**src/hw/rtl/psv_pkg.sv**
```systemverilog
// psv_pkg: shared types and constants for the plucked string voice
// no dependencies; used by every other file of the block except psv_ram

package psv_pkg;

    localparam int OP_W        = 1;
    localparam int SAMPLE_W    = 16;
    localparam int LEN_W       = 13;
    localparam int GAIN_W      = 16;
    localparam int ATTACK_W    = 12;
    localparam int CFG_IDX_W   = 2;
    localparam int CFG_DATA_W  = 16;

    localparam int MUL_W       = 18;
    localparam int PROD_W      = 2 * MUL_W;
    localparam int ACC_W       = PROD_W - 16;
    localparam int DIV_CNT_W   = 4;

    localparam logic [OP_W-1:0] OP_LOAD = 1'b0;
    localparam logic [OP_W-1:0] OP_TICK = 1'b1;

    localparam logic [LEN_W-1:0]    LEN_RESET    = 13'd100;
    localparam logic [GAIN_W-1:0]   GAIN_RESET   = 16'd65274;
    localparam logic [ATTACK_W-1:0] ATTACK_RESET = 12'd220;

    typedef enum logic [CFG_IDX_W-1:0] {
        REG_STRING_LENGTH = 2'd0,
        REG_DECAY_GAIN    = 2'd1,
        REG_ATTACK_LENGTH = 2'd2
    } reg_index_t;

    typedef enum logic [3:0] {
        ST_IDLE,
        ST_LOAD,
        ST_RD_CUR,
        ST_RD_NXT,
        ST_MUL_RAMP,
        ST_MUL_DECAY,
        ST_MUL_PREV,
        ST_DIVIDE,
        ST_FINISH
    } state_t;

    typedef struct packed {
        logic take;
        logic load_write;
        logic rd_cur;
        logic rd_nxt;
        logic mul_ramp;
        logic mul_decay;
        logic mul_prev;
        logic div_step;
        logic finish;
    } psv_cmd_t;

    typedef struct packed {
        logic req_valid;
        logic req_tick;
        logic ramp_active;
        logic div_last;
        logic out_busy;
    } psv_status_t;

endpackage

```
**src/hw/rtl/psv_controller.sv**
```systemverilog
// psv_controller: sequencing state machine for load and tick requests
// depends on psv_pkg for state, command and status types

module psv_controller (
    input  logic                  clk,
    input  logic                  rst_n,
    input  psv_pkg::psv_status_t  status,
    output psv_pkg::psv_cmd_t     cmd
);

    psv_pkg::state_t state_reg;
    psv_pkg::state_t state_next;

    always_ff @(posedge clk or negedge rst_n)
    begin
        if (!rst_n)
        begin
            state_reg <= psv_pkg::ST_IDLE;
        end
        else
        begin
            state_reg <= state_next;
        end
    end

    always_comb
    begin
        state_next = state_reg;
        cmd        = '0;
        unique case (state_reg)
            psv_pkg::ST_IDLE:
            begin
                cmd.take = 1'b1;
                if (status.req_valid)
                begin
                    state_next = status.req_tick ? psv_pkg::ST_RD_CUR : psv_pkg::ST_LOAD;
                end
            end
            psv_pkg::ST_LOAD:
            begin
                cmd.load_write = 1'b1;
                state_next     = psv_pkg::ST_IDLE;
            end
            psv_pkg::ST_RD_CUR:
            begin
                cmd.rd_cur = 1'b1;
                state_next = psv_pkg::ST_RD_NXT;
            end
            psv_pkg::ST_RD_NXT:
            begin
                cmd.rd_nxt = 1'b1;
                state_next = psv_pkg::ST_MUL_RAMP;
            end
            psv_pkg::ST_MUL_RAMP:
            begin
                cmd.mul_ramp = 1'b1;
                state_next   = psv_pkg::ST_MUL_DECAY;
            end
            psv_pkg::ST_MUL_DECAY:
            begin
                cmd.mul_decay = 1'b1;
                state_next    = psv_pkg::ST_MUL_PREV;
            end
            psv_pkg::ST_MUL_PREV:
            begin
                cmd.mul_prev = 1'b1;
                state_next   = status.ramp_active ? psv_pkg::ST_DIVIDE : psv_pkg::ST_FINISH;
            end
            psv_pkg::ST_DIVIDE:
            begin
                cmd.div_step = 1'b1;
                if (status.div_last)
                begin
                    state_next = psv_pkg::ST_FINISH;
                end
            end
            psv_pkg::ST_FINISH:
            begin
                if (!status.out_busy)
                begin
                    cmd.finish = 1'b1;
                    state_next = psv_pkg::ST_IDLE;
                end
            end
            default:
            begin
                state_next = psv_pkg::ST_IDLE;
            end
        endcase
    end

endmodule

```
**config.mk**
```make
export PLATFORM = sky130hd
export DESIGN_NAME = psv_controller
export DESIGN_NICKNAME = d
export VERILOG_FILES = /design/src/hw/rtl/psv_pkg.sv /design/src/hw/rtl/psv_controller.sv
export SDC_FILE = /design/constraint.sdc
export NUM_CORES = 1
export LEC_CHECK = 0
export ABC_AREA = 0
export BUFFER_PORTS_ARGS = -buffer_cell sky130_fd_sc_hd__buf_2
export CORE_AREA = 5 5 42 44
export DETAILED_ROUTE_END_ITERATION = 7
export DIE_AREA = 0 0 47 49
export SKIP_LAST_GASP = 1
export SLEW_MARGIN = 20
export SYNTH_ARGS = -nofsm -noshare
export SYNTH_HDL_FRONTEND = slang
export SYNTH_SLANG_ARGS = --single-unit
```
**constraint.sdc**
```tcl
create_clock -name clk -period 3.4 [get_ports clk]
set_input_delay 0.34 -clock clk [delete_from_list [all_inputs] [get_ports clk]]
set_output_delay 0.34 -clock clk [all_outputs]
set_load 0.05 [all_outputs]
```
# Yosys cells after proc, flatten, opt, wreduce, memory -nomap -nowiden
# Cells that the tools add are included.
dict set report op_classes {
  n_eq_ne 11
  reduce_logical 2
  muxes 16
}
# operator count
set ops {}
lappend ops {{$pmux 4 s8} 1}
lappend ops {{$eq 4x3->1 const B} 4}
lappend ops {{$mux 4} 4}
lappend ops {{$mux 1} 10}
lappend ops {{$eq 4x2->1 const B} 2}
lappend ops {{$ne 2x2->1 const B} 3}
lappend ops {{$eq 4x1->1 const B} 1}
lappend ops {{$eq 4x4->1 const B} 1}
lappend ops {{$logic_not 4->1} 1}
lappend ops {{$reduce_and 3->1} 1}
lappend ops {{$mux 2} 1}
dict set report totals {
  reg_bits 4
  out_inout_bits 9
  input_bits 7
  word_cells 30
}

# Longest topological paths before layout
# Gate-level depths: netlist of run 1.
dict set report depth {
  word_depth 3
  mapped_depth 5
  depth_no_buf 4
}

# Worst setup path before layout of run 1
# OpenSTA, ideal clock, no wires.
dict set report synth_timing {
  path_kind {register to output}
  startpoint {register state_reg[0]}
  endpoint {output port cmd[6] (netlist bit)}
  required_time_ps 3060
  stages_incl_launch_ff 3
  t_arrival_ps 2240
  path_buffers 1
  path_slack_ps 820
  path_cell_list {dfrtp_1 -> buf_2 -> nor4b_1}
}
# element line_no
set synth_rtl {}
lappend synth_rtl {{from (decl)} psv_controller.sv:11} ;# psv_pkg::state_t state_reg;
lappend synth_rtl {{from (signal assigned)} psv_controller.sv:18} ;# state_reg <= psv_pkg::ST_IDLE;
lappend synth_rtl {{from (signal assigned)} psv_controller.sv:22} ;# state_reg <= state_next;
lappend synth_rtl {{to (decl)} psv_controller.sv:8} ;# output psv_pkg::psv_cmd_t cmd

==> results of run 1 <==
==> layer usage <==
layer,global-route usage (%),up-vias,share of wire (%)
met3,3.32,0,9.2
met5,0,-,0
met4,5.53,0,0
met2,10.4,10,45
li1,-,192,-
met1,12.4,150,45
==> worst max path at each step <==
stage | end | cells past startpoint | slack [ns] | startpoint
2_1_floorplan | cmd[6] | 2 | 0.82 | state_reg[0]$_DFFE_PN0P_
3_3_place_gp | cmd[0] | 3 | 1.84 | state_reg[2]$_DFFE_PN0P_
3_5_place_dp | cmd[0] | 3 | 1.87 | state_reg[2]$_DFFE_PN0P_
4_1_cts | cmd[0] | 3 | 1.60 | state_reg[2]$_DFFE_PN0P_
5_1_grt | cmd[0] | 3 | 1.49 | state_reg[2]$_DFFE_PN0P_
6_report | cmd[0] | 3 | 1.63 | state_reg[2]$_DFFE_PN0P_
==> cell usage in the layout, fill, tap and decap left out, drive strengths merged <==
| master | Yosys | layout |
|---|---|---|
| buf | 4 | 15 |
| nor2b | 1 | 1 |
| o21ai | 3 | 3 |
| nand2 | 3 | 3 |
| nor4b | 1 | 1 |
| nand2b | 4 | 4 |
| a31o | 1 | 1 |
| inv | 3 | 3 |
| a211oi | 1 | 1 |
| nor2 | 5 | 5 |
| nor3 | 7 | 7 |
| a21oi | 4 | 4 |
| o22ai | 1 | 1 |
| clkbuf | 0 | 3 |
| dlygate4sd3 | 0 | 1 |
| a21o | 1 | 1 |
| nand3b | 1 | 1 |
| dfrtp | 4 | 4 |
| nor4 | 2 | 2 |
==> layout make-up <==
| class | count | area, µm² |
|---|---|---|
| timing repair buffer | 16 | 85.1 |
| inverter | 3 | 11.3 |
| clock buffer | 3 | 22.5 |
| sequential | 4 | 100 |
| tap | 16 | 20.0 |
| multi-input combinational | 35 | 209 |
| fill | 155 | 953 |
==> worst max-delay path, cell delays in order, from the launching register on <==
cell      delay (ns)
dfrtp_1         0.52
nand2b_1        0.23
nor4_1          0.15
buf_2           0.30
==> power by group through the flow <==
stage / clock [W] / sequential (W) / combinational, W
detailed placement: 0 / 0.000119 / 0.000254
global route: 0.0000641 / 0.000128 / 0.000275
finish: 0.0000591 / 0.000118 / 0.000253
floorplan: 0 / 0.0000782 / 0.000254
CTS: 0.0000637 / 0.000118 / 0.000255
global placement: 0 / 0.000118 / 0.000253
==> through the flow <==
step / instance area (µm²) / setup WS [ns] / power (W)
floorplan: 347 / 0.820 / 0.000333
global placement: 415 / 1.84 / 0.000371
detailed placement: 415 / 1.87 / 0.000373
CTS: 448 / 1.60 / 0.000437
global route: 448 / 1.49 / 0.000467
finish: 448 / 1.63 / 0.000430
==> logic make-up after synthesis <==
| kind of cell | synth area share, % |
|---|---|
| AND/OR/NAND/NOR | 40.1 |
| flip-flops | 28.9 |
| AO/OA/AOI/OAI | 20.2 |
| buffers and inverters | 10.8 |
==> what timing repair did <==
item | CTS | global route
hold endpoints to repair | 4 | 0
setup buffers | 0 | 0
hold buffers | 1 | 0
==> out/qor.csv, run 1 <==
stage,metric,value,unit
run_status,outcome,completed,
cts,count of clock tree sinks,4,
drt,total via count in the routed design,352,
setup_path,Worst Reg-to-Reg Cells,4,
synthesis,top-area cell type share of the netlist area,28.9,%
finish,Layout area overhead,29.2,%
synthesis,sequential share of the synthesized area,28.9,%
power,Internal,0.000182,W
setup_path,reg2reg setup slack,2.02,ns
cts,CTS H-tree lvls,1,
setup_path,Critical Path End Type,output pin,
cts,clock tree root buffer cell,clkbuf_4,
power,"IR drop worst, VDD",0.260,mV
synthesis,synth warn,0,
place,final weighted congestion in routability-driven placement,0.782,
power,switching power of the nets,0.000248,W
timing,pins over their slew limit,0,
setup_path,Worst Path Required,3.06,ns
timing,max-slew headroom at the worst pin,72.9,%
synthesis,number of synthesized flops with an enable pin,0,
cts,number of cells upsized or downsized after cts,0,
drt,number of vias per cell,4.57,
power,Pwr per Cell Area,959,nW/µm²
timing,maximum achievable frequency,565,MHz
floorplanning,starting density of the core,24.7,%
cts,clock tree from TritonCTS,built,
synthesis,library cells used by synthesis,20,
floorplanning,standard-cell rows,14,
global_routing,total congestion overflow,0,
cts,insertion delay to the later sink of the worst-skew pair,0.24,ns
synthesis,most area-consuming cells after synthesis,"dfrtp_1, nand2b_1, nor3_1",
synthesis,synthesized net count,53,
power,Sw Share,57.7,%
drt,drt wl/cell,10.9,µm
setup_path,reg2reg start,state_reg[1]$_DFFE_PN0P_,
timing,measured slew at the worst slew-check pin,0.407,ns
timing,unrepaired setup endpoints after global routing,false,
setup_path,category of the worst setup path launch point,register,
place,total instance count after detailed placement,73,
floorplanning,area of the placeable core,1400,µm²
synthesis,post-synthesis sequential element count,4,
job,number of max-cap violations,0,
finish,"flip-flop count of the largest register, all copies and words added",4,
setup_path,type of the setup path with the least slack,reg2out,
timing,Hold Slack,0.348,ns
cts,total clock buffers created by CTS,3,
synthesis,async set-reset flop share out of synthesis,100,%
power,Sequential Power Share,27.4,%
drt,final routed DRC violation total,0,
global_routing,number of antenna violations at the first check in global routing,0,
finish,layout cell share with drive strength beyond 1,37.7,%
setup_path,Crit Path Max Fanout,13,
place,HPWL after detailed placement,643,µm
timing,ratio of final minimum period to clock period,52.1,%
finish,core occupancy in the finished layout,32.0,%
synthesis,instance count of the mapped netlist,46,
worst_hold_path,cell depth of the worst hold path,3,
global_routing,number of global-route vias before repair,334,
timing,clk_skew,0.00555,ns
worst_hold_path,Hold Path Origin,status[0],
global_routing,global-route usage over all layers,8.68,%
power,clock network fraction of design power,13.8,%
synthesis,Most used DFF post-synth,dfrtp_1,
cts,clock edge transition at the registers on the reported setup and hold paths,0.04,ns
drt,WL final,841,µm
global_routing,largest net degree at the start of global routing,14,
timing,final total negative setup slack,0,ns
finish,number of nets in the layout,70,
synthesis,synthesized cell area,347,µm²
cts,maximum buffer depth of the clock tree,2,
drt,DR pass1 iterations,4,
setup_path,RR Endpoint,state_reg[0]$_DFFE_PN0P_,
place,count of port buffers added during placement,15,
global_routing,global-route wire length before repair,1440,µm
drt,violation count after the first detailed-route iteration,6,
floorplanning,Die Footprint,2300,µm²
floorplanning,ports placed on the boundary,16,
finish,antenna fix cells,0,
synthesis,average cell area after synthesis,7.53,µm²
floorplanning,die extent in y,49,µm
timing,minimum clock period,1.77,ns
power,leakage,0.218,nW
synthesis,library cell with the largest summed area after synthesis,dfrtp_1,
setup_path,critical path data arrival time,1.43,ns
worst_hold_path,HP Class,in2reg,
worst_hold_path,worst-case hold path end point,state_reg[3]$_DFFE_PN0P_,
finish,Layout Cells excl Fill,77,
synthesis,top cells by instance count after synthesis,"nor2_1, nor3_1, a21oi_1, dfrtp_1, nand2b_1",
power,Combinational Power Share,58.9,%
drt,Antenna Violating Nets Remaining,0,
timing,count of endpoints failing setup in the final report,0,
floorplanning,Chip Width,47,µm
timing,final hold viol count,0,
Note: power is estimated with default switching activity, not from simulation.
==> inputs of run 2 (changes only) <==
==> constraint.sdc (replaced) <==
create_clock -name clk -period 1.5 [get_ports clk]
set_input_delay 0.15 -clock clk [delete_from_list [all_inputs] [get_ports clk]]
set_output_delay 0.15 -clock clk [all_outputs]
set_load 0.05 [all_outputs]
==> out/qor.csv, run 2 (same netlist as run 1, synthesis figures left out) <==
stage,metric,value,unit,change
setup_path,Worst Path Required,1.35,ns,-1.71 ns
finish,number of nets in the layout,79,,+13%
cts,clock tree root buffer cell,clkbuf_4,,
global_routing,global-route usage over all layers,8.27,%,-0.41 points
setup_path,Crit Path Max Fanout,10,,-3
floorplanning,ports placed on the boundary,16,,unchanged
floorplanning,Die Footprint,2300,µm²,unchanged
timing,measured slew at the worst slew-check pin,0.244,ns,-0.163 ns
floorplanning,starting density of the core,24.7,%,unchanged
cts,count of clock tree sinks,4,,unchanged
floorplanning,area of the placeable core,1400,µm²,unchanged
timing,minimum clock period,1.47,ns,
global_routing,total congestion overflow,0,,unchanged
place,total instance count after detailed placement,77,,+5.5%
timing,ratio of final minimum period to clock period,98.3,%,
finish,antenna fix cells,0,,unchanged
drt,drt wl/cell,10.7,µm,-2.3%
power,"IR drop worst, VDD",0.900,mV,+250%
finish,Layout area overhead,66.4,%,
finish,"flip-flop count of the largest register, all copies and words added",4,,unchanged
setup_path,Critical Path End Type,output pin,,
timing,count of endpoints failing setup in the final report,0,,unchanged
timing,clk_skew,0.000988,ns,-0.00456 ns
worst_hold_path,worst-case hold path end point,state_reg[3]$_DFFE_PN0P_,,
drt,DR pass1 iterations,3,,-1
power,Pwr per Cell Area,2080,nW/µm²,+120%
finish,Layout Cells excl Fill,86,,+12%
cts,maximum buffer depth of the clock tree,2,,unchanged
setup_path,slowest CP cell,dfrtp_2,,
global_routing,number of global-route vias before repair,343,,+2.7%
setup_path,type of the setup path with the least slack,reg2out,,
setup_path,start point of the critical path,state_reg[1]$_DFFE_PN0P_,,
timing,pins over their slew limit,0,,unchanged
cts,CTS H-tree lvls,1,,unchanged
floorplanning,standard-cell rows,14,,unchanged
setup_path,RR Endpoint,state_reg[0]$_DFFE_PN0P_,,
finish,"most common cell after layout, fill and taps aside",buf_4,,
drt,Antenna Violating Nets Remaining,0,,unchanged
drt,total via count in the routed design,404,,+15%
place,count of port buffers added during placement,15,,unchanged
cts,clock edge transition at the registers on the reported setup and hold paths,0.03,ns,about the same
cts,clock tree from TritonCTS,built,,
setup_path,sequence of cells on the critical path,"buf_4, nor4_4, buf_6",,
setup_path,Worst Reg-to-Reg Cells,5,,+1
finish,core occupancy in the finished layout,41.2,%,+9.2 points
setup_path,cell family with most CP delay,flip-flops,,
place,HPWL after detailed placement,705,µm,+9.7%
power,leakage,0.264,nW,+21%
floorplanning,Chip Width,47,µm,unchanged
worst_hold_path,HP Class,in2reg,,
setup_path,reg2reg start,state_reg[0]$_DFFE_PN0P_,,
job,number of max-cap violations,0,,unchanged
floorplanning,die extent in y,49,µm,unchanged
timing,maximum achievable frequency,678,MHz,
worst_hold_path,Hold Path Origin,status[0],,
drt,number of vias per cell,4.70,,+2.8%
timing,min setup slack post-route,0.0252,ns,-1.60 ns
timing,unrepaired setup endpoints after global routing,true,,
timing,final hold viol count,0,,unchanged
drt,violation count after the first detailed-route iteration,1,,-5
timing,max-slew headroom at the worst pin,83.7,%,+11 points
setup_path,CP bufs+invs,2,,+1
setup_path,reg2reg setup slack,0.28,ns,-1.74 ns
drt,final routed DRC violation total,0,,unchanged
drt,WL final,918,µm,+9.2%
cts,insertion delay to the later sink of the worst-skew pair,0.23,ns,about the same
setup_path,slowest cell delay on critical path,0.47,ns,-0.05 ns
place,worst slack at placement,0.124,ns,-1.75 ns
finish,"commonest cells after routing, fill and taps aside","buf_4, buf_2, clkbuf_4",,
cts,total clock buffers created by CTS,3,,unchanged
worst_hold_path,cell depth of the worst hold path,3,,unchanged
global_routing,global-route wire length before repair,1400,µm,-2.9%
place,final weighted congestion in routability-driven placement,0.700,,-11%
finish,layout cell share with drive strength beyond 1,58.6,%,+21 points
setup_path,category of the worst setup path launch point,register,,
global_routing,number of antenna violations at the first check in global routing,0,,unchanged
run_status,outcome,completed,,
setup_path,critical path data arrival time,1.32,ns,-0.11 ns
global_routing,largest net degree at the start of global routing,14,,unchanged
==> run 2: cell types whose count changed in the layout (fill, tap and decap cells not counted), moves of 2 or more <==
cell / before / now
buf_2: 15 / 8
dfrtp_1: 4 / 0
nor4_1: 2 / 0
clkbuf_4: 3 / 5
dfrtp_2: 0 / 4
buf_4: 0 / 13
==> run 2: worst max-delay path by stage <==
stage / end / depth (start not counted)
after floorplan: cmd[5] / 2
after global placement: cmd[0] / 3
after detailed placement: cmd[0] / 3
after CTS: cmd[0] / 3
after global routing: cmd[0] / 3
final: cmd[0] / 3
==> run 2: cell type report <==
type                    instances  area [µm²]
fillers                       157         825
multi-input cells              35         244
repair buffers                 25         174
flip-flops and latches          4         105
clock buffers                   3        22.5
well taps                      16        20.0
inverters                       3        11.3
==> run 2: metal layers <==
layer	vias up	GRT usage, %	wire [µm]
met4	0	4.15	0
met1	185	10.9	404
li1	211	-	-
met2	8	12.0	466
met3	0	2.21	46
met5	-	0	0
==> run 2: worst reg2reg max path, delay by kind of cell (launching register included) <==
| family | cells | cell delay, ns |
|---|---|---|
| flip-flops | 1 | 0.44 |
| AO/OA/AOI/OAI | 2 | 0.40 |
| buffers and inverters | 2 | 0.18 |
| AND/OR/NAND/NOR | 1 | 0.08 |
==> run 2: report_power, final <==
group	total, W	switching, W	internal (W)
registers	0.000267	0.000113	0.000154
logic	0.000806	0.000472	0.000334
clock network	0.000126	0.0000374	0.0000890
==> run 2: metrics by stage <==
step           area (µm²)  total power, W    TNS, ns  hold WS, ns
2_1_floorplan         382        0.000804      -1.00       -0.146
3_3_place_gp          480        0.000950          0      -0.0444
3_5_place_dp          480        0.000958          0      -0.0436
4_1_cts               531         0.00112  -0.000523        0.191
5_1_grt               577         0.00128    -0.0164        0.230
6_report              577         0.00120          0        0.193
==> run 2: repair_timing <==
action / in CTS / in global routing
setup buffers: 0 / 5
hold endpoints to repair: 4 / 0
gates resized for setup: 8 / 5
endpoints found under the setup margin: 9 / 9
hold buffers: 1 / 0
